### config.mk
export PLATFORM = sky130hd
export DESIGN_NAME = i2c_register_access_master_core
export DESIGN_NICKNAME = d
export VERILOG_FILES = /design/src/rtl/core/i2cram_pkg.sv /design/src/rtl/core/i2cram_front.sv /design/src/rtl/core/i2cram_back.sv /design/src/rtl/core/i2c_register_access_master_core.sv
export SDC_FILE = /design/constraint.sdc
export NUM_CORES = 1
export LEC_CHECK = 0
export ABC_AREA = 1
export BUFFER_PORTS_ARGS = -buffer_cell sky130_fd_sc_hd__buf_2
export CAP_MARGIN = 20
export CORE_MARGIN = 2
export CORE_UTILIZATION = 50
export DETAILED_ROUTE_END_ITERATION = 10
export GPL_TIMING_DRIVEN = 0
export PLACE_DENSITY_LB_ADDON = 0.3
export SLEW_MARGIN = 10
export SYNTH_ARGS = -nofsm -noshare
export SYNTH_HDL_FRONTEND = slang
export SYNTH_SLANG_ARGS = --single-unit
export TNS_END_PERCENT = 1
### constraint.sdc
create_clock -name clock -period 3.39 [get_ports clock]
set_input_delay 0.678 -clock clock [delete_from_list [all_inputs] [get_ports clock]]
set_output_delay 0.678 -clock clock [all_outputs]
set_load 0.05 [all_outputs]
### src/rtl/core/i2cram_pkg.sv
// shared types and constants for the i2c register access master core
package i2cram_pkg;

   localparam logic [1:0] CMD_TICK  = 2'd0;
   localparam logic [1:0] CMD_WRITE = 2'd1;
   localparam logic [1:0] CMD_READ  = 2'd2;

   localparam logic [7:0] DEV_ADDR_RESET = 8'h8a;
   localparam logic [7:0] READ_BIT       = 8'h01;

   typedef enum logic [1:0] {
      OP_TICK,
      OP_WRITE,
      OP_READ,
      OP_NONE
   } op_type;

   typedef struct packed {
      op_type     op;
      logic [7:0] reg_addr;
      logic [7:0] write_data;
      logic       sda_in;
   } item_type;

endpackage

### src/rtl/core/i2cram_front.sv
// front end: accepts request words, decodes the command and queues them
module i2cram_front (
   input  logic                clock,
   input  logic                reset,
   input  logic                req_valid,
   output logic                req_stall,
   input  logic [1:0]          req_command,
   input  logic [7:0]          req_reg_addr,
   input  logic [7:0]          req_write_data,
   input  logic                req_sda_in,
   output logic                q_valid,
   output i2cram_pkg::item_type q_item,
   input  logic                q_pop
);

   i2cram_pkg::item_type queue_ff [2];
   logic       wr_ptr_ff;
   logic       rd_ptr_ff;
   logic [1:0] count_ff;
   logic       push;
   i2cram_pkg::item_type item_w;

   always_comb begin
      item_w.reg_addr   = req_reg_addr;
      item_w.write_data = req_write_data;
      item_w.sda_in     = req_sda_in;
      unique case (req_command)
         i2cram_pkg::CMD_TICK:  item_w.op = i2cram_pkg::OP_TICK;
         i2cram_pkg::CMD_WRITE: item_w.op = i2cram_pkg::OP_WRITE;
         i2cram_pkg::CMD_READ:  item_w.op = i2cram_pkg::OP_READ;
         default:               item_w.op = i2cram_pkg::OP_NONE;
      endcase
   end

   assign req_stall = (count_ff == 2'd2);
   assign push      = req_valid && !req_stall;
   assign q_valid   = (count_ff != 2'd0);
   assign q_item    = queue_ff[rd_ptr_ff];

   always_ff @(posedge clock) begin
      if (push) begin
         queue_ff[wr_ptr_ff] <= item_w;
      end
   end

   always_ff @(posedge clock) begin
      if (reset) begin
         wr_ptr_ff <= 1'b0;
         rd_ptr_ff <= 1'b0;
         count_ff  <= 2'd0;
      end else begin
         if (push) begin
            wr_ptr_ff <= !wr_ptr_ff;
         end
         if (q_pop) begin
            rd_ptr_ff <= !rd_ptr_ff;
         end
         unique case ({push, q_pop})
            2'b10:   count_ff <= count_ff + 2'd1;
            2'b01:   count_ff <= count_ff - 2'd1;
            default: count_ff <= count_ff;
         endcase
      end
   end

   a_no_overflow: assert property (@(posedge clock) disable iff (reset)
      count_ff != 2'd3)
      else $error("queue count out of range");
   a_pop_needs_word: assert property (@(posedge clock) disable iff (reset)
      q_pop |-> q_valid)
      else $error("pop from empty queue");
   a_count_tracks: assert property (@(posedge clock) disable iff (reset)
      (push && !q_pop) |=> count_ff == $past(count_ff) + 2'd1)
      else $error("queue count lost a push");

endmodule

### src/rtl/core/i2cram_back.sv
// back end: sequences the bus phases and holds the result register
module i2cram_back (
   input  logic                clock,
   input  logic                reset,
   input  logic                q_valid,
   input  i2cram_pkg::item_type q_item,
   output logic                q_pop,
   input  logic [7:0]          dev_addr,
   output logic                rsp_valid,
   input  logic                rsp_stall,
   output logic                rsp_scl_out,
   output logic                rsp_sda_out,
   output logic                rsp_sda_released,
   output logic                rsp_busy_res,
   output logic                rsp_done_res,
   output logic [7:0]          rsp_read_data,
   output logic                rsp_rejected
);

   typedef enum logic [1:0] {
      SEG_START,
      SEG_TX,
      SEG_RX,
      SEG_STOP
   } seg_type;

   localparam logic [2:0] PH_IDLE   = 3'd0;
   localparam logic [2:0] PH_FIRST  = 3'd1;
   localparam logic [2:0] PH_SECOND = 3'd2;
   localparam logic [2:0] PH_THIRD  = 3'd3;

   function automatic seg_type seg_kind(input logic is_rd, input logic [2:0] idx);
      seg_type k;
      if (is_rd) begin
         unique case (idx)
            3'd0, 3'd3:       k = SEG_START;
            3'd1, 3'd2, 3'd4: k = SEG_TX;
            3'd5:             k = SEG_RX;
            default:          k = SEG_STOP;
         endcase
      end else begin
         unique case (idx)
            3'd0:             k = SEG_START;
            3'd1, 3'd2, 3'd3: k = SEG_TX;
            default:          k = SEG_STOP;
         endcase
      end
      return k;
   endfunction

   logic [2:0] phase_ff, phase_in;
   logic [3:0] bit_ff, bit_in;
   logic [7:0] shift_ff, shift_in;
   logic [2:0] idx_ff, idx_in;
   logic       rd_ff, rd_in;
   logic [7:0] addr_ff, addr_in;
   logic [7:0] data_ff, data_in;
   logic [7:0] recv_ff, recv_in;
   logic       scl_ff, scl_in;
   logic       sda_ff, sda_in;
   logic       done_w;
   logic       rej_w;
   logic       released_w;
   logic       rsp_valid_ff;
   logic       o_scl_ff, o_sda_ff, o_rel_ff, o_busy_ff, o_done_ff, o_rej_ff;
   logic [7:0] o_data_ff;
   seg_type    kind_w;
   logic [7:0] tx_byte_w;
   logic       tx_bit_w;
   logic [7:0] shifted_w;

   assign q_pop  = q_valid && (!rsp_valid_ff || !rsp_stall);
   assign kind_w = seg_kind(rd_ff, idx_ff);

   always_comb begin
      if (idx_ff == 3'd1) begin
         tx_byte_w = dev_addr;
      end else if (idx_ff == 3'd2) begin
         tx_byte_w = addr_ff;
      end else if (rd_ff) begin
         tx_byte_w = dev_addr | i2cram_pkg::READ_BIT;
      end else begin
         tx_byte_w = data_ff;
      end
   end

   assign tx_bit_w  = tx_byte_w[3'd7 - bit_ff[2:0]];
   assign shifted_w = {shift_ff[6:0], q_item.sda_in};

   always_comb begin
      phase_in = phase_ff;
      bit_in   = bit_ff;
      shift_in = shift_ff;
      idx_in   = idx_ff;
      rd_in    = rd_ff;
      addr_in  = addr_ff;
      data_in  = data_ff;
      recv_in  = recv_ff;
      scl_in   = scl_ff;
      sda_in   = sda_ff;
      done_w   = 1'b0;
      rej_w    = 1'b0;
      unique case (q_item.op)
         i2cram_pkg::OP_WRITE, i2cram_pkg::OP_READ: begin
            if (phase_ff != PH_IDLE) begin
               rej_w = 1'b1;
            end else begin
               rd_in    = (q_item.op == i2cram_pkg::OP_READ);
               addr_in  = q_item.reg_addr;
               data_in  = q_item.write_data;
               shift_in = 8'd0;
               idx_in   = 3'd0;
               bit_in   = 4'd0;
               phase_in = PH_FIRST;
            end
         end
         i2cram_pkg::OP_TICK: begin
            if (phase_ff != PH_IDLE) begin
               unique case (kind_w)
                  SEG_START: begin
                     priority case (phase_ff)
                        PH_FIRST:  sda_in = 1'b1;
                        PH_SECOND: scl_in = 1'b1;
                        PH_THIRD:  sda_in = 1'b0;
                        default:   scl_in = 1'b0;
                     endcase
                     if (phase_ff == PH_FIRST || phase_ff == PH_SECOND ||
                         phase_ff == PH_THIRD) begin
                        phase_in = phase_ff + 3'd1;
                     end else begin
                        idx_in   = idx_ff + 3'd1;
                        bit_in   = 4'd0;
                        phase_in = PH_FIRST;
                     end
                  end
                  SEG_STOP: begin
                     priority case (phase_ff)
                        PH_FIRST: begin
                           sda_in   = 1'b0;
                           phase_in = phase_ff + 3'd1;
                        end
                        PH_SECOND: begin
                           scl_in   = 1'b1;
                           phase_in = phase_ff + 3'd1;
                        end
                        default: begin
                           sda_in   = 1'b1;
                           phase_in = PH_IDLE;
                           bit_in   = 4'd0;
                           idx_in   = 3'd0;
                           done_w   = 1'b1;
                        end
                     endcase
                  end
                  default: begin
                     priority case (phase_ff)
                        PH_FIRST: begin
                           if (bit_ff < 4'd8) begin
                              sda_in = (kind_w == SEG_TX) ? tx_bit_w : 1'b1;
                           end else begin
                              sda_in = (kind_w == SEG_RX);
                           end
                           phase_in = phase_ff + 3'd1;
                        end
                        PH_SECOND: begin
                           scl_in   = 1'b1;
                           phase_in = phase_ff + 3'd1;
                        end
                        default: begin
                           scl_in = 1'b0;
                           if (kind_w == SEG_RX && bit_ff < 4'd8) begin
                              shift_in = shifted_w;
                              if (bit_ff == 4'd7) begin
                                 recv_in = shifted_w;
                              end
                           end
                           if (bit_ff >= 4'd8) begin
                              idx_in   = idx_ff + 3'd1;
                              bit_in   = 4'd0;
                              phase_in = PH_FIRST;
                           end else begin
                              bit_in   = bit_ff + 4'd1;
                              phase_in = PH_FIRST;
                           end
                        end
                     endcase
                  end
               endcase
            end
         end
         default: begin
         end
      endcase
   end

   assign released_w = (phase_in != PH_IDLE) && (seg_kind(rd_in, idx_in) == SEG_RX) &&
                       (bit_in < 4'd8) && !(bit_in == 4'd0 && phase_in == PH_FIRST);

   always_ff @(posedge clock) begin
      if (reset) begin
         phase_ff     <= PH_IDLE;
         bit_ff       <= 4'd0;
         shift_ff     <= 8'd0;
         idx_ff       <= 3'd0;
         rd_ff        <= 1'b0;
         addr_ff      <= 8'd0;
         data_ff      <= 8'd0;
         recv_ff      <= 8'd0;
         scl_ff       <= 1'b1;
         sda_ff       <= 1'b1;
         rsp_valid_ff <= 1'b0;
      end else if (q_pop) begin
         phase_ff     <= phase_in;
         bit_ff       <= bit_in;
         shift_ff     <= shift_in;
         idx_ff       <= idx_in;
         rd_ff        <= rd_in;
         addr_ff      <= addr_in;
         data_ff      <= data_in;
         recv_ff      <= recv_in;
         scl_ff       <= scl_in;
         sda_ff       <= sda_in;
         rsp_valid_ff <= 1'b1;
      end else if (!rsp_stall) begin
         rsp_valid_ff <= 1'b0;
      end
   end

   always_ff @(posedge clock) begin
      if (q_pop) begin
         o_scl_ff  <= scl_in;
         o_sda_ff  <= sda_in;
         o_rel_ff  <= released_w;
         o_busy_ff <= (phase_in != PH_IDLE);
         o_done_ff <= done_w;
         o_data_ff <= recv_in;
         o_rej_ff  <= rej_w;
      end
   end

   assign rsp_valid        = rsp_valid_ff;
   assign rsp_scl_out      = o_scl_ff;
   assign rsp_sda_out      = o_sda_ff;
   assign rsp_sda_released = o_rel_ff;
   assign rsp_busy_res     = o_busy_ff;
   assign rsp_done_res     = o_done_ff;
   assign rsp_read_data    = o_data_ff;
   assign rsp_rejected     = o_rej_ff;

   a_done_idle: assert property (@(posedge clock) disable iff (reset)
      (rsp_valid_ff && o_done_ff) |-> !o_busy_ff)
      else $error("done word while still busy");
   a_release_busy: assert property (@(posedge clock) disable iff (reset)
      (rsp_valid_ff && o_rel_ff) |-> (o_busy_ff && rd_ff))
      else $error("sda released outside a read");
   a_reject_busy: assert property (@(posedge clock) disable iff (reset)
      (rsp_valid_ff && o_rej_ff) |-> (o_busy_ff && !o_done_ff))
      else $error("reject while idle");
   a_hold_stalled: assert property (@(posedge clock) disable iff (reset)
      (rsp_valid_ff && rsp_stall) |=> (rsp_valid_ff && $stable(o_data_ff)))
      else $error("result register changed under stall");

endmodule

### src/rtl/core/i2c_register_access_master_core.sv
// top level of the i2c register access master core
//
//  channel  direction  handshake          word
//  req_     in         valid / stall      command, reg_addr, write_data, sda_in
//  rsp_     out        valid / stall      scl, sda, release, busy, done, read data, reject
//  csr_     in         valid / ready      device address byte
//
// each request word yields one response word; one word per cycle sustained while rsp_stall is low
// a request word is decoded into a two-word queue, then taken by the phase sequencer
// the sequencer loads its state and the response register in the same cycle
// rsp_stall holds the response register and backs the queue up into req_stall
// synchronous reset returns the bus to idle with scl and sda high
module i2c_register_access_master_core (
   input  logic       clock,
   input  logic       reset,
   input  logic       req_valid,
   output logic       req_stall,
   input  logic [1:0] req_command,
   input  logic [7:0] req_reg_addr,
   input  logic [7:0] req_write_data,
   input  logic       req_sda_in,
   output logic       rsp_valid,
   input  logic       rsp_stall,
   output logic       rsp_scl_out,
   output logic       rsp_sda_out,
   output logic       rsp_sda_released,
   output logic       rsp_busy_res,
   output logic       rsp_done_res,
   output logic [7:0] rsp_read_data,
   output logic       rsp_rejected,
   input  logic       csr_valid,
   output logic       csr_ready,
   input  logic [7:0] csr_data
);

   logic                 q_valid;
   logic                 q_pop;
   i2cram_pkg::item_type q_item;
   logic [7:0]           dev_addr_ff;

   assign csr_ready = 1'b1;

   always_ff @(posedge clock) begin
      if (reset) begin
         dev_addr_ff <= i2cram_pkg::DEV_ADDR_RESET;
      end else if (csr_valid && csr_ready) begin
         dev_addr_ff <= csr_data;
      end
   end

   i2cram_front u_front (
      .clock          (clock),
      .reset          (reset),
      .req_valid      (req_valid),
      .req_stall      (req_stall),
      .req_command    (req_command),
      .req_reg_addr   (req_reg_addr),
      .req_write_data (req_write_data),
      .req_sda_in     (req_sda_in),
      .q_valid        (q_valid),
      .q_item         (q_item),
      .q_pop          (q_pop)
   );

   i2cram_back u_back (
      .clock            (clock),
      .reset            (reset),
      .q_valid          (q_valid),
      .q_item           (q_item),
      .q_pop            (q_pop),
      .dev_addr         (dev_addr_ff),
      .rsp_valid        (rsp_valid),
      .rsp_stall        (rsp_stall),
      .rsp_scl_out      (rsp_scl_out),
      .rsp_sda_out      (rsp_sda_out),
      .rsp_sda_released (rsp_sda_released),
      .rsp_busy_res     (rsp_busy_res),
      .rsp_done_res     (rsp_done_res),
      .rsp_read_data    (rsp_read_data),
      .rsp_rejected     (rsp_rejected)
   );

endmodule

==> results by stage, run 1 <==
Run status:
- The flow ran to the end, and the final reports show no timing, DRC or antenna violations.

STA:
- The post-route clock period utilization is between 90 and 100%.
- Setup repair after global routing left no endpoint under its margin.
- The worst hold-check slack is about 0.46 ns.
- The highest achievable clock rate is 322.7 MHz.
- At the pin with the least slew margin, the transition time is slightly above 0.6 ns.
- On the final layout, the worst clock skew is roughly 0.013 ns.
- Setup violations remaining at the end of the flow were counted as 0.
- The clock period could shrink to 3.099 ns.
- For the final routed database, the setup TNS stands at 0 ns.
- The count of final hold-check violations was 0.
- The total count of max-transition violations in the final report came to 0.
- Measured against its own limit, the worst slew margin works out to 58.26%.

Power:
- The fraction of power spent switching nets is ~47%.
- VDD sags by at most 423.2 uV.
- The power per standard cell area is approximately 1000 mW/mm^2.
- The leakage power summed over all cells is about 2.6 nW.
- The clock network fraction of design power is around 13%.
- The combinational fraction of design power is between 50% and 60%.
- Sequential cells burn around 33% of the power.
- The analysis attributes to net switching a power of roughly 2.9 mW.
- The internal portion of total power is about 3.2 mW.
- The overall power after layout is 6.136 mW.

CTS:
- The CTS tree is built.
- Clock tree synthesis found a total of 110 sinks.
- The number of buffers inserted during clock tree synthesis is 9.
- CTS placed an instance of sky130_fd_sc_hd__clkbuf_8 at the clock tree root.
- The clock latency on the worst-skew pair is ~0.37 ns.
- In this run the post-CTS setup repair buffer count came out at 0.
- The H-tree generated during clock tree synthesis spans 3 levels.
- The clock input transition at the sequential cells of the worst setup and hold paths is roughly 0.1 ns.
- The maximum clock insertion buffer count is 2.
- Hold repair after CTS inserted 0 buffers.

Synth:
- The post-synthesis average cell area is roughly 8.5 sq um.
- Counting every net in the synthesized netlist gives 669.
- The synthesized netlist occupies a cell area of 0.005250 sq mm.
- Summed over all instances, the cell type with the most area after synthesis is sky130_fd_sc_hd__edfxtp_1.
- The synthesis warning total is 0.
- After synthesis, the largest area contributor takes up between 20 and 30% of total cell area.
- Synthesis produced a netlist whose cell count is about 620.
- After synthesis, flip-flops and latches occupy 51.86% of the total area.
- Yosys attributes the largest share of cell area to sky130_fd_sc_hd__edfxtp_1 30%, sky130_fd_sc_hd__dfxtp_1 22%, sky130_fd_sc_hd__nand2_1 7.1%.
- The post-synthesis cell type count is slightly above 40.
- In this run, synthesis produced a sequential element count of 110.

Die:
- In this run the count of I/O pins placed on the die edge is roughly 50.
- The die area is 0.01134 sq mm.
- The initial core utilization is 51.08%.
- The die is between 100 and 150 um wide.
- The vertical extent of the die is between 100 and 150 um.
- The number of cell rows is 37.
- The total area inside the core boundary comes to about 0.010 sq mm.

Worst setup path:
- The data arrival time at the worst-slack endpoint is ~3.3 ns.
- The worst path required time is roughly 3.6 ns.
- The type of the setup path with the least slack is register to register.
- The slowest stage of the critical path belongs to the cell sky130_fd_sc_hd__dfxtp_1.
- STA classifies the critical path startpoint as a register.
- For this run, the slowest stage of the critical path takes about 0.60 ns.
- Traced cell by cell, the critical path runs through clkbuf_2, nand2_1, o21ai_0, ha_1, inv_2, nor2_1, inv_1, nor4_1, nand2_1, o21ai_0, nor2_1, nand3_1, nand2_1, nor2_1.
- Of all nets on the critical path, the largest fanout is 10.
- The type of element capturing the critical path is a register.

Cells and area:
- The share of post-route cells with drive strength above 1 is 15.42%.
- The final net count is 726.
- Once layout is complete, the cells apart from fillers number between 800 and 900.
- The number of antenna cells inserted is 0.
- The finished cells cover just under 0.006 sq mm.
- The area growth from synthesis to layout is 12.96%.
- The number of filler instances in the final layout is between 900 and 1000.

Drt:
- After the first detailed-routing iteration, the DRC count stood at 177.
- Wire segments on met3 add up to roughly 360 um in the final route.
- After detailed routing, the number of remaining DRC violations is 0.
- The total wirelength of the detailed-routed design is 11030 um.
- The routed via count is between 4000 and 5000.
- The uppermost layer routed is met4.
- In the final routing, the length of wire on met1 measures 4678 um.
- In this run the remaining antenna-violating nets after routing total 0.
- The first detailed-routing pass ran for 4 iterations.
- The routed design uses ~5800 um of met2 wire.
- The routed length per placed instance is around 13 um.
- The average via count per standard cell is between 5 and 6.

Placed design:
- The area of placed instances is between 0.005 and 0.006 sq mm.
- Once placement completed, the tool counted placed cells totaling 802.
- The number of buffers added on ports is 44.
- The sum of net half-perimeters after detailed placement is ~8300 um.
- The congestion estimate from routability-driven global placement came to around 0.90.

Global route:
- The largest net degree at the start of global routing is 20.
- After global routing the overflow that remains totals 0.
- The via count of the first global-routing pass came to 4146.
- The initial antenna violation count is 0.
- In the global route stage, overall resource usage came out at 20.93%.
- The first global-routing pass estimated roughly 19000 um of wire.

Flow run:
- The reported max-cap violation count is 0.

Min path:
- The worst min-delay path class is register to register.
sequential cells by signal, indices dropped and copies added (netlist names), 3 cells and up, named ones only:
| register | cells |
|---|---|
| u_back.data_ff | 8 |
| dev_addr_ff | 8 |
| u_front.queue_ff | 38 |
| u_back.addr_ff | 8 |
| u_back.recv_ff | 8 |
| u_back.bit_ff | 4 |
| u_back.rsp_read_data | 8 |
| u_back.idx_ff | 3 |
| u_back.phase_ff | 3 |
| u_back.shift_ff | 7 |
per-stage QoR:
step | utilization (%) | worst slack (ns)
after detailed placement | 55.37 | -0.07080
after CTS | 57.38 | 0.02916
after global routing | 57.71 | 0.08494
after floorplan | - | 0.5345
after global placement | 54.88 | -0.01710
final | 57.71 | 0.2913
synthesized netlist by cell type, drive strengths merged:
| master | count |
|---|---|
| and2 | 1 |
| o221ai | 1 |
| a211oi | 2 |
| o31ai | 1 |
| a21oi | 75 |
| buf | 6 |
| conb | 1 |
| mux2i | 1 |
| inv | 88 |
| o211ai | 5 |
| nor2 | 67 |
| nand2 | 103 |
| nor3 | 2 |
| o22ai | 1 |
| a31oi | 1 |
| xnor2 | 1 |
| clkbuf | 19 |
| nand4 | 4 |
| dfxtp | 58 |
| or3 | 1 |
| o211a | 1 |
| edfxtp | 52 |
| nor4 | 1 |
| ha | 18 |
| o21ai | 72 |
| nand3 | 32 |
| nand3b | 3 |
| a21boi | 2 |
area by class of cell:
| cell class | count | area (sq um) | share of cell area [%] |
|---|---|---|---|
| clock buffers | 12 | 166.4 | 2.806 |
| flip-flops and latches | 110 | 2724 | 45.93 |
| clock inverters | 4 | 36.28 | 0.6118 |
| repair buffers | 47 | 265.3 | 4.473 |
| well taps | 136 | 170.2 | 2.869 |
| multi-input cells | 396 | 2111 | 35.59 |
| inverters | 88 | 337.8 | 5.696 |
| plain buffers | 24 | 120.1 | 2.025 |
final timing paths:
| kind | cells after the start | end | slack [ns] | startpoint |
|---|---|---|---|---|
| worst max-delay path | 14 | u_back.rsp_sda_released | 0.29 | register |
| worst min-delay path | 1 | register | 0.46 | u_front.rd_ptr_ff |
| worst max register to register | 14 | u_back.rsp_sda_released | 0.29 | register |
| worst min register to register | 1 | register | 0.46 | u_front.rd_ptr_ff |
per-layer routing:
| layer | up-vias | track usage [%] |
|---|---|---|
| li1 | 2162 | - |
| met5 | - | 0 |
| met4 | 0 | 6.679 |
| met2 | 67 | 39.01 |
| met1 | 1981 | 24.19 |
| met3 | 20 | 3.740 |
power by group through the flow:
stage                     sequential [mW]  combinational (mW)  clock, mW
final                                2.03                3.32      0.786
after global routing                 2.08                3.75      0.863
after global placement               2.03                3.08          0
after floorplan                      2.27                2.15          0
after CTS                            2.01                3.20      0.812
after detailed placement             2.04                3.17          0
critical path, delay by kind of cell, from the launching register on:
kind / cells / cell delay [ns]
simple gates: 8 / 1.17
flops: 1 / 0.60
buf+inv: 3 / 0.57
compound gates: 2 / 0.28
fa+ha+maj: 1 / 0.28
cells by family after synthesis:
kind of cell | synth area share [%]
AOI/OAI and AO/OA | 16.97
xor gates and xnor gates | 0.1669
muxes | 0.1907
and+or+nand+nor | 17.73
other | 0.07143
DFF | 51.86
adders and majority gates | 4.290
buffers and inverters | 8.723
layout by cell type, fill, tap and decap left out, types with 10 or more instances in the layout:
master,instances
sky130_fd_sc_hd__nand2_1,99
sky130_fd_sc_hd__inv_1,81
sky130_fd_sc_hd__a21oi_1,71
sky130_fd_sc_hd__nor2_1,60
sky130_fd_sc_hd__dfxtp_1,57
sky130_fd_sc_hd__o21ai_0,55
sky130_fd_sc_hd__edfxtp_1,52
sky130_fd_sc_hd__buf_2,46
sky130_fd_sc_hd__nand3_1,30
sky130_fd_sc_hd__clkbuf_1,18
sky130_fd_sc_hd__ha_1,17
sky130_fd_sc_hd__clkbuf_8,10
timing repair:
item / CTS / global route
setup endpoints to repair: 1 / 11
endpoints found under the hold margin: 0 / 0
resized for setup: 1 / 13
Power figures use the tool's default switching activity.
==> run 2: changes to the inputs <==
- SYNTH_HIERARCHICAL: not set -> 1
==> results by stage, run 2 <==
Global route:
- The remaining global-route overflow came to 0 (unchanged).
- The global router's overall resource usage is 20.46% (was 20.93%).
- The initial antenna violation count is 0 (unchanged).
- The via count of the first global-routing pass came to 4032 (was 4146).
- The largest net degree at the start of global routing came to 26 (was 20).
- The global-route wire length before repair is 18850 um (was 18840 um).

Drt:
- The post-route DRC violation count is 0 (unchanged).
- The antenna violation net count after detailed routing came to 0 (unchanged).
- The routed via count is 4257 (was 4230).
- The average via count per standard cell is 5.204 (was 5.177).
- The detailed-router iteration count before antenna repair is 5 (was 4).
- The initial detailed-routing violation count is 269 (was 177).
- The routed length per placed instance is 13.83 um (was 13.50 um).
- The total wirelength of the detailed-routed design came to 11320 um (was 11030 um).

Synth:
- The cell type with the largest total area after synthesis is sky130_fd_sc_hd__edfxtp_1 (unchanged).
- The post-synthesis cell type count is 43 (was 41).
- The portion of synthesized cell area occupied by the leading cell type is 28.90% (was 29.74%).
- The leading register cell type out of synthesis was sky130_fd_sc_hd__dfxtp_1 (unchanged).
- The sequential share of the synthesized area was 50.38% (was 51.86%).
- The library cell with the highest instance count after synthesis was sky130_fd_sc_hd__nand2_1 (unchanged).
- The number of synthesized flops with an enable pin is 52 (unchanged).
- The number of storage elements in the synthesis netlist is 110 (unchanged).
- The combined area of all synthesized cells is 0.005404 sq mm (was 0.005250 sq mm).
- Most common library cells after synthesis: 105 x sky130_fd_sc_hd__nand2_1, 83 x sky130_fd_sc_hd__nor2_1, 79 x sky130_fd_sc_hd__inv_1 (was 99 x sky130_fd_sc_hd__nand2_1, 81 x sky130_fd_sc_hd__inv_1, 73 x sky130_fd_sc_hd__a21oi_1).
- The post-synthesis average cell area is 8.758 sq um (was 8.481 sq um).
- The proportion of register bits with asynchronous set or reset after synthesis is 0% (unchanged).
- The cell count after synthesis came to 617 (was 619).
- Top cells by area, synth: sky130_fd_sc_hd__edfxtp_1 29%, sky130_fd_sc_hd__dfxtp_1 21%, sky130_fd_sc_hd__nand2_1 7.3% (was sky130_fd_sc_hd__edfxtp_1 30%, sky130_fd_sc_hd__dfxtp_1 22%, sky130_fd_sc_hd__nand2_1 7.1%).
- The net count of the mapped netlist is 668 (was 669).
- The synthesis warning total was 6 (was 0).

Die:
- The die area is 0.01166 sq mm (was 0.01134 sq mm).
- The area of the core region is 0.01042 sq mm (was 0.01028 sq mm).
- The I/O pin count is 49 (unchanged).
- The vertical extent of the die is 108.0 um (was 106.5 um).
- The number of cell rows came to 37 (unchanged).
- The initial core utilization is 51.88% (was 51.08%).
- The die outline width is 108.0 um (was 106.5 um).

Worst setup path:
- The reg2reg setup slack came to 0.25 ns (was 0.29 ns).
- The endpoint of the most critical setup path is u_back/rsp_sda_released (was u_back.rsp_sda_released).
- The startpoint of the worst-slack reg-to-reg timing path is u_back/idx_ff[0].
- The cell family with the largest share of critical-path delay is simple AND/OR/NAND/NOR gates (unchanged).
- Critical path, cell by cell: inv_1, ha_1, nand2_2, nand2_1, nor2_1, a22oi_1, ha_1, clkinvlp_4, nor2_4, inv_1, o21ai_0, o211ai_1, nand2_1, inv_1, nand2_1, nor2_1, nor2_1 (was clkbuf_2, nand2_1, o21ai_0, ha_1, inv_2, nor2_1, inv_1, nor4_1, nand2_1, o21ai_0, nor2_1, nand3_1, nand2_1, nor2_1).
- The startpoint kind of the worst setup timing path is a register (unchanged).
- The worst path required time is 3.62 ns (was 3.60 ns).
- The data arrival time at the worst-slack endpoint is 3.37 ns (was 3.31 ns).
- The type of element capturing the critical path is a register (unchanged).
- The source of the critical timing path is u_back/idx_ff[0].
- The highest net fanout along the worst path is 7 (was 10).
- The reg-to-reg endpoint is u_back/rsp_sda_released (was u_back.rsp_sda_released).
- The total stage count of the critical path is 17 (was 14).
- The type of the setup path with the least slack is register to register (unchanged).
- The number of buffer and inverter instances along the worst setup path is 4 (was 3).
- The standard cell with the maximum stage delay on the critical path is sky130_fd_sc_hd__dfxtp_1 (unchanged).
- The worst-case reg-to-reg path depth came to 17 (was 14).
- The critical path's largest stage delay is 0.43 ns (was 0.60 ns).

STA:
- The clock skew was 0.01593 ns (was 0.01282 ns).
- RSZ-0062 raised after global routing: false (unchanged).
- The total of endpoints with negative setup slack in the final report is 0 (unchanged).
- The count of final hold-check violations is 0 (unchanged).
- The minimum period implied by the final worst setup slack is 3.143 ns (was 3.099 ns).
- The actual transition at the worst max-transition pin is 0.7283 ns (was 0.6195 ns).
- The setup TNS was 0 ns (unchanged).
- The post-route clock period utilization was 92.71% (was 91.41%).
- The headroom to the max-slew limit was 51.40% (was 58.26%).
- The total count of max-transition violations in the final report came to 0 (unchanged).
- The highest achievable clock rate is 318.2 MHz (was 322.7 MHz).

CTS:
- The H-tree depth is 3 (unchanged).
- The clock input transition at the sequential cells of the worst setup and hold paths came to 0.11 ns (was 0.10 ns).
- The total clock sinks is 110 (unchanged).
- The clock tree root buffer cell is sky130_fd_sc_hd__clkbuf_8 (unchanged).
- The maximum clock insertion buffer count is 2 (unchanged).
- The number of buffers inserted during clock tree synthesis is 9 (unchanged).
- The CTS tree is built (unchanged).
- The clock latency on the worst-skew pair is 0.38 ns (was 0.37 ns).

Placed design:
- The number of cells after detailed placement is 799 (was 802).
- The area of placed instances was 0.005818 sq mm (was 0.005690 sq mm).
- The number of buffers added on ports is 45 (was 44).
- The global placer's final weighted congestion was 0.9418 (was 0.9043).
- The sum of net half-perimeters after detailed placement is 8140 um (was 8284 um).

Cells and area:
- The area growth from synthesis to layout came to 12.13% (was 12.96%).
- Most used cells in the layout excluding fill and tap cells: 105 x sky130_fd_sc_hd__nand2_1, 82 x sky130_fd_sc_hd__nor2_1, 78 x sky130_fd_sc_hd__inv_1, 58 x sky130_fd_sc_hd__dfxtp_1, 52 x sky130_fd_sc_hd__edfxtp_1 (was 99 x sky130_fd_sc_hd__nand2_1, 81 x sky130_fd_sc_hd__inv_1, 71 x sky130_fd_sc_hd__a21oi_1, 60 x sky130_fd_sc_hd__nor2_1, 57 x sky130_fd_sc_hd__dfxtp_1).
- The post-layout instance count excluding filler cells is 818 (was 817).
- The flip-flop count of the largest register after layout came to 38 (unchanged).
- The share of post-route cells with drive strength above 1 is 19.35% (was 15.42%).
- The most common library cell in the layout ignoring fill and taps was sky130_fd_sc_hd__nand2_1 (unchanged).
- The number of filler instances in the final layout is 943 (was 970).
- The number of antenna cells inserted is 0 (unchanged).
- The final net count is 728 (was 726).
- The final instance area is 0.006060 sq mm (was 0.005931 sq mm).
- The register name with the most flops was u_front/queue_ff (was u_front.queue_ff).

Flow run:
- The reported max-cap violation count is 0 (unchanged).

Min path:
- The worst min-delay path class is register to register (unchanged).

Run status:
- Outcome: completed (unchanged).
run 2: cell types whose count changed after synthesis, moves of 3 or more:
cell	change
sky130_fd_sc_hd__nand4_1	-3
sky130_fd_sc_hd__a21oi_1	-30
sky130_fd_sc_hd__o21ai_0	-13
sky130_fd_sc_hd__nand2_2	+5
sky130_fd_sc_hd__nand2_1	+6
sky130_fd_sc_hd__o21ai_2	-3
sky130_fd_sc_hd__clkbuf_1	-6
sky130_fd_sc_hd__o211ai_1	+3
sky130_fd_sc_hd__mux2_4	+10
sky130_fd_sc_hd__mux2_2	+9
sky130_fd_sc_hd__nor2_1	+19
sky130_fd_sc_hd__o21ai_1	-3
run 2: kinds of logic after synthesis:
| group | after synthesis | share of synthesized area (%) |
|---|---|---|
| simple gates | 246 | 20.07 |
| compound gates | 114 | 11.79 |
| flops | 110 | 50.38 |
| buf+inv | 107 | 8.474 |
| fa+ha+maj | 19 | 4.399 |
| mux | 19 | 4.654 |
| other cells | 1 | 0.06939 |
| xor+xnor | 1 | 0.1621 |
run 2: metrics by stage:
stage	utilization (%)	hold slack [ns]	worst slack, ns
global route	58.17	0.4605	0.002182
global placement	55.68	0.4378	0.3016
floorplan	-	0.4211	0.7721
detailed placement	55.86	0.4430	0.2015
CTS	57.92	0.4590	0.1731
finish	58.17	0.4587	0.2470
run 2: metal layers:
layer	part of all wire [%]	wire, um	GRT usage, %
met1	45	5117	27.26
met2	48	5451	34.01
met3	5.2	583	4.099
met4	1.4	163	5.861
met5	0	0	0
run 2: cell type report:
cell class | instances | area (sq um) | share of cell area, %
Sequential cell | 110 | 2723 | 44.93
Multi-Input combinational cell | 400 | 2226 | 36.73
Inverter | 85 | 325.3 | 5.369
Timing Repair Buffer | 49 | 262.8 | 4.336
Tap cell | 136 | 170.2 | 2.808
Buffer | 22 | 137.6 | 2.271
Clock buffer | 9 | 123.9 | 2.044
Clock inverter | 7 | 91.34 | 1.507
run 2: what timing repair did:
| item | CTS | global route |
|---|---|---|
| endpoints found under the setup margin | 0 | 1 |
| hold buffers | 0 | 0 |
| setup buffers | 0 | 3 |
| resized for setup | 0 | 1 |
run 2: worst reg2reg max path: stages, from the launching register on:
cell                         delay (ns)
sky130_fd_sc_hd__dfxtp_1           0.43
sky130_fd_sc_hd__inv_1             0.11
sky130_fd_sc_hd__ha_1              0.30
sky130_fd_sc_hd__nand2_2           0.15
sky130_fd_sc_hd__nand2_1           0.12
sky130_fd_sc_hd__nor2_1            0.16
sky130_fd_sc_hd__a22oi_1           0.16
sky130_fd_sc_hd__ha_1              0.37
sky130_fd_sc_hd__clkinvlp_4        0.14
sky130_fd_sc_hd__nor2_4            0.16
sky130_fd_sc_hd__inv_1             0.17
sky130_fd_sc_hd__o21ai_0           0.22
sky130_fd_sc_hd__o211ai_1          0.12
sky130_fd_sc_hd__nand2_1           0.10
sky130_fd_sc_hd__inv_1             0.04
sky130_fd_sc_hd__nand2_1           0.07
sky130_fd_sc_hd__nor2_1            0.05
sky130_fd_sc_hd__nor2_1            0.13
run 2: worst min-delay path by stage:
stage,from,endpoint,slack (ns),cells after the start
after floorplan,dev_addr_ff[3],dev_addr_ff[3],0.42,2
after global placement,u_back/addr_ff[2],u_back/addr_ff[2],0.44,2
after detailed placement,u_back/addr_ff[2],u_back/addr_ff[2],0.44,2
after global routing,req_write_data[7],u_front/queue_ff[1][8],0.46,1
after CTS,u_back/addr_ff[2],u_back/addr_ff[2],0.46,2
final,u_back/addr_ff[2],u_back/addr_ff[2],0.46,2
Power of run 2 is not shown: default switching activity piles up to over one toggle a cycle in this logic, so the estimate is an artifact.
==> run 3: changes to the inputs <==
- BUFFER_PORTS_ARGS: -buffer_cell sky130_fd_sc_hd__buf_2 -> not set
- DONT_BUFFER_PORTS: not set -> 1
==> results by stage, run 3 (synthesized netlist as in run 2, its figures left out) <==
CTS:
- The CTS tree is built (unchanged).
- The clock input transition at the sequential cells of the worst setup and hold paths is 0.11 ns (about the same).
- The number of resized instances in the post-cts repair step came to 0 (unchanged).
- The clock tree root buffer cell is sky130_fd_sc_hd__clkbuf_8 (unchanged).
- The total clock sinks is 110 (unchanged).
- The post-CTS setup-driven buffer insertion count is 0 (unchanged).
- The H-tree depth came to 3 (unchanged).
- The number of buffers inserted during clock tree synthesis was 9 (unchanged).
- The maximum clock insertion buffer count was 2 (unchanged).
- The hold buffer count at CTS was 0 (unchanged).
- The clock latency on the worst-skew pair came to 0.38 ns (about the same).

Cells and area:
- The number of antenna cells inserted is 0 (unchanged).
- The final net count is 680 (was 728).
- The register name with the most flops is u_front/queue_ff (unchanged).
- The share of post-route cells with drive strength above 1 was 13.56% (was 19.35%).
- The area growth from synthesis to layout is 7.062% (was 12.13%).
- Most used cells in the layout excluding fill and tap cells: 105 x sky130_fd_sc_hd__nand2_1, 82 x sky130_fd_sc_hd__nor2_1, 78 x sky130_fd_sc_hd__inv_1, 57 x sky130_fd_sc_hd__dfxtp_1, 52 x sky130_fd_sc_hd__edfxtp_1 (was 105 x sky130_fd_sc_hd__nand2_1, 82 x sky130_fd_sc_hd__nor2_1, 78 x sky130_fd_sc_hd__inv_1, 58 x sky130_fd_sc_hd__dfxtp_1, 52 x sky130_fd_sc_hd__edfxtp_1).
- The most common library cell in the layout ignoring fill and taps is sky130_fd_sc_hd__nand2_1 (unchanged).
- The flip-flop count of the largest register after layout was 38 (unchanged).

Die:
- The I/O pin count is 49 (unchanged).
- The initial core utilization came to 51.88% (unchanged).
- The number of cell rows is 37 (unchanged).
- The vertical extent of the die came to 108.0 um (unchanged).
- The die outline width was 108.0 um (unchanged).
- The area of the core region is 0.01042 sq mm (unchanged).
- The die area is 0.01166 sq mm (unchanged).

Drt:
- The routed wire length on met3 is 406 um (was 583 um).
- The routed via count was 4063 (was 4257).
- The post-route DRC violation count came to 0 (unchanged).
- The met1 routed wirelength after detailed routing is 5060 um (was 5117 um).
- The uppermost layer routed is met4 (unchanged).
- The initial detailed-routing violation count is 172 (was 269).
- The antenna violation net count after detailed routing is 0 (unchanged).
- The detailed-router iteration count before antenna repair is 4 (was 5).
- The routed length per placed instance is 14.27 um (was 13.83 um).
- The met2 wirelength from detailed routing is 5293 um (was 5451 um).
- The total wirelength of the detailed-routed design was 10990 um (was 11320 um).
- The average via count per standard cell was 5.277 (was 5.204).

Placed design:
- The sum of net half-perimeters after detailed placement is 7930 um (was 8140 um).
- The global placer's final weighted congestion came to 0.9161 (was 0.9418).
- The number of buffers added on ports was 0 (was 45).

Worst setup path:
- The type of element capturing the critical path is a register (unchanged).
- The cell family with the largest share of critical-path delay is simple AND/OR/NAND/NOR gates (unchanged).
- By instance count, the cell type seen most on the critical path is sky130_fd_sc_hd__nand2_1.
- The standard cell with the maximum stage delay on the critical path is sky130_fd_sc_hd__dfxtp_2 (was sky130_fd_sc_hd__dfxtp_1).
- The type of the setup path with the least slack is register to register (unchanged).
- Critical path, cell by cell: inv_1, ha_1, nand2_2, nand2_1, nor2_1, a22oi_2, ha_1, inv_2, nor2_4, nand2_1, nand2_1, a21oi_2, nor2_1, nand2_1, nand2_1, nor2_1, nand3_1, nor2_1 (was inv_1, ha_1, nand2_2, nand2_1, nor2_1, a22oi_1, ha_1, clkinvlp_4, nor2_4, inv_1, o21ai_0, o211ai_1, nand2_1, inv_1, nand2_1, nor2_1, nor2_1).
- The startpoint kind of the worst setup timing path is a register (unchanged).
- The data arrival time at the worst-slack endpoint was 3.27 ns (was 3.37 ns).
- The highest net fanout along the worst path is 8 (was 7).
- The worst path required time is 3.61 ns (was 3.62 ns).
- The number of buffer and inverter instances along the worst setup path is 2 (was 4).
- The critical path's largest stage delay was 0.38 ns (was 0.43 ns).

Global route:
- The global router's overall resource usage is 20.22% (was 20.46%).
- The via count of the first global-routing pass is 4054 (was 4032).
- The largest net degree at the start of global routing is 26 (unchanged).
- The remaining global-route overflow is 0 (unchanged).
- The global-route wire length before repair is 18550 um (was 18850 um).
- The initial antenna violation count is 0 (unchanged).

STA:
- The actual transition at the worst max-transition pin is 0.9821 ns (was 0.7283 ns).
- The headroom to the max-slew limit is 34.29% (was 51.40%).
- The setup TNS is 0 ns (unchanged).
- The count of final hold-check violations is 0 (unchanged).
- RSZ-0062 raised after global routing: false (unchanged).
- The post-route clock period utilization is 90.06% (was 92.71%).
- The clock skew came to 0.01570 ns (was 0.01593 ns).
- The total count of max-transition violations in the final report came to 0 (unchanged).
- The highest achievable clock rate is 327.6 MHz (was 318.2 MHz).
- The total of endpoints with negative setup slack in the final report is 0 (unchanged).
- The minimum period implied by the final worst setup slack is 3.053 ns (was 3.143 ns).

Run status:
- Outcome: completed (unchanged).

Min path:
- The worst min-delay path class is primary input to register (was register to register).

Flow run:
- The reported max-cap violation count was 0 (unchanged).
## run 3: cell type report
| class | instances | area [sq um] |
|---|---|---|
| well taps | 136 | 170.2 |
| repair buffers | 1 | 15.01 |
| clock buffers | 9 | 123.9 |
| clock inverters | 7 | 62.56 |
| inverters | 85 | 321.6 |
| multi-input cells | 400 | 2231 |
| plain buffers | 22 | 137.6 |
| fillers | 933 | 4631 |
| flip-flops and latches | 110 | 2724 |
## run 3: stage by stage
step / util, % / setup slack (ns) / instances / area, sq um / hold WS [ns]
6_report: 55.54 / 0.3370 / 770 / 5786 / 0.3484
3_5_place_dp: 53.69 / 0.1691 / 754 / 5593 / 0.4430
2_1_floorplan: - / 0.7721 / 617 / 5404 / 0.4211
3_3_place_gp: 53.51 / 0.2869 / 753 / 5574 / 0.4376
4_1_cts: 55.48 / 0.1438 / 770 / 5779 / 0.3380
5_1_grt: 55.54 / 0.04628 / 770 / 5786 / 0.3285
## run 3: path summary, 6_finish.rpt
path	startpoint	endpoint	slack (ns)	depth (start not counted)
worst max register to register	u_back/idx_ff[0]	u_back/rsp_sda_released	0.34	18
worst min-delay path	reset	register	0.35	1
worst min register to register	u_back/addr_ff[2]	u_back/addr_ff[2]	0.46	2
worst max-delay path	u_back/idx_ff[0]	u_back/rsp_sda_released	0.34	18
## run 3: metal layers
layer,track usage (%),up-vias
met1,26.01,1920
met3,3.315,19
met2,33.65,89
met4,8.974,0
met5,0,-
li1,-,2035
Power of run 3 is left out for the same reason.
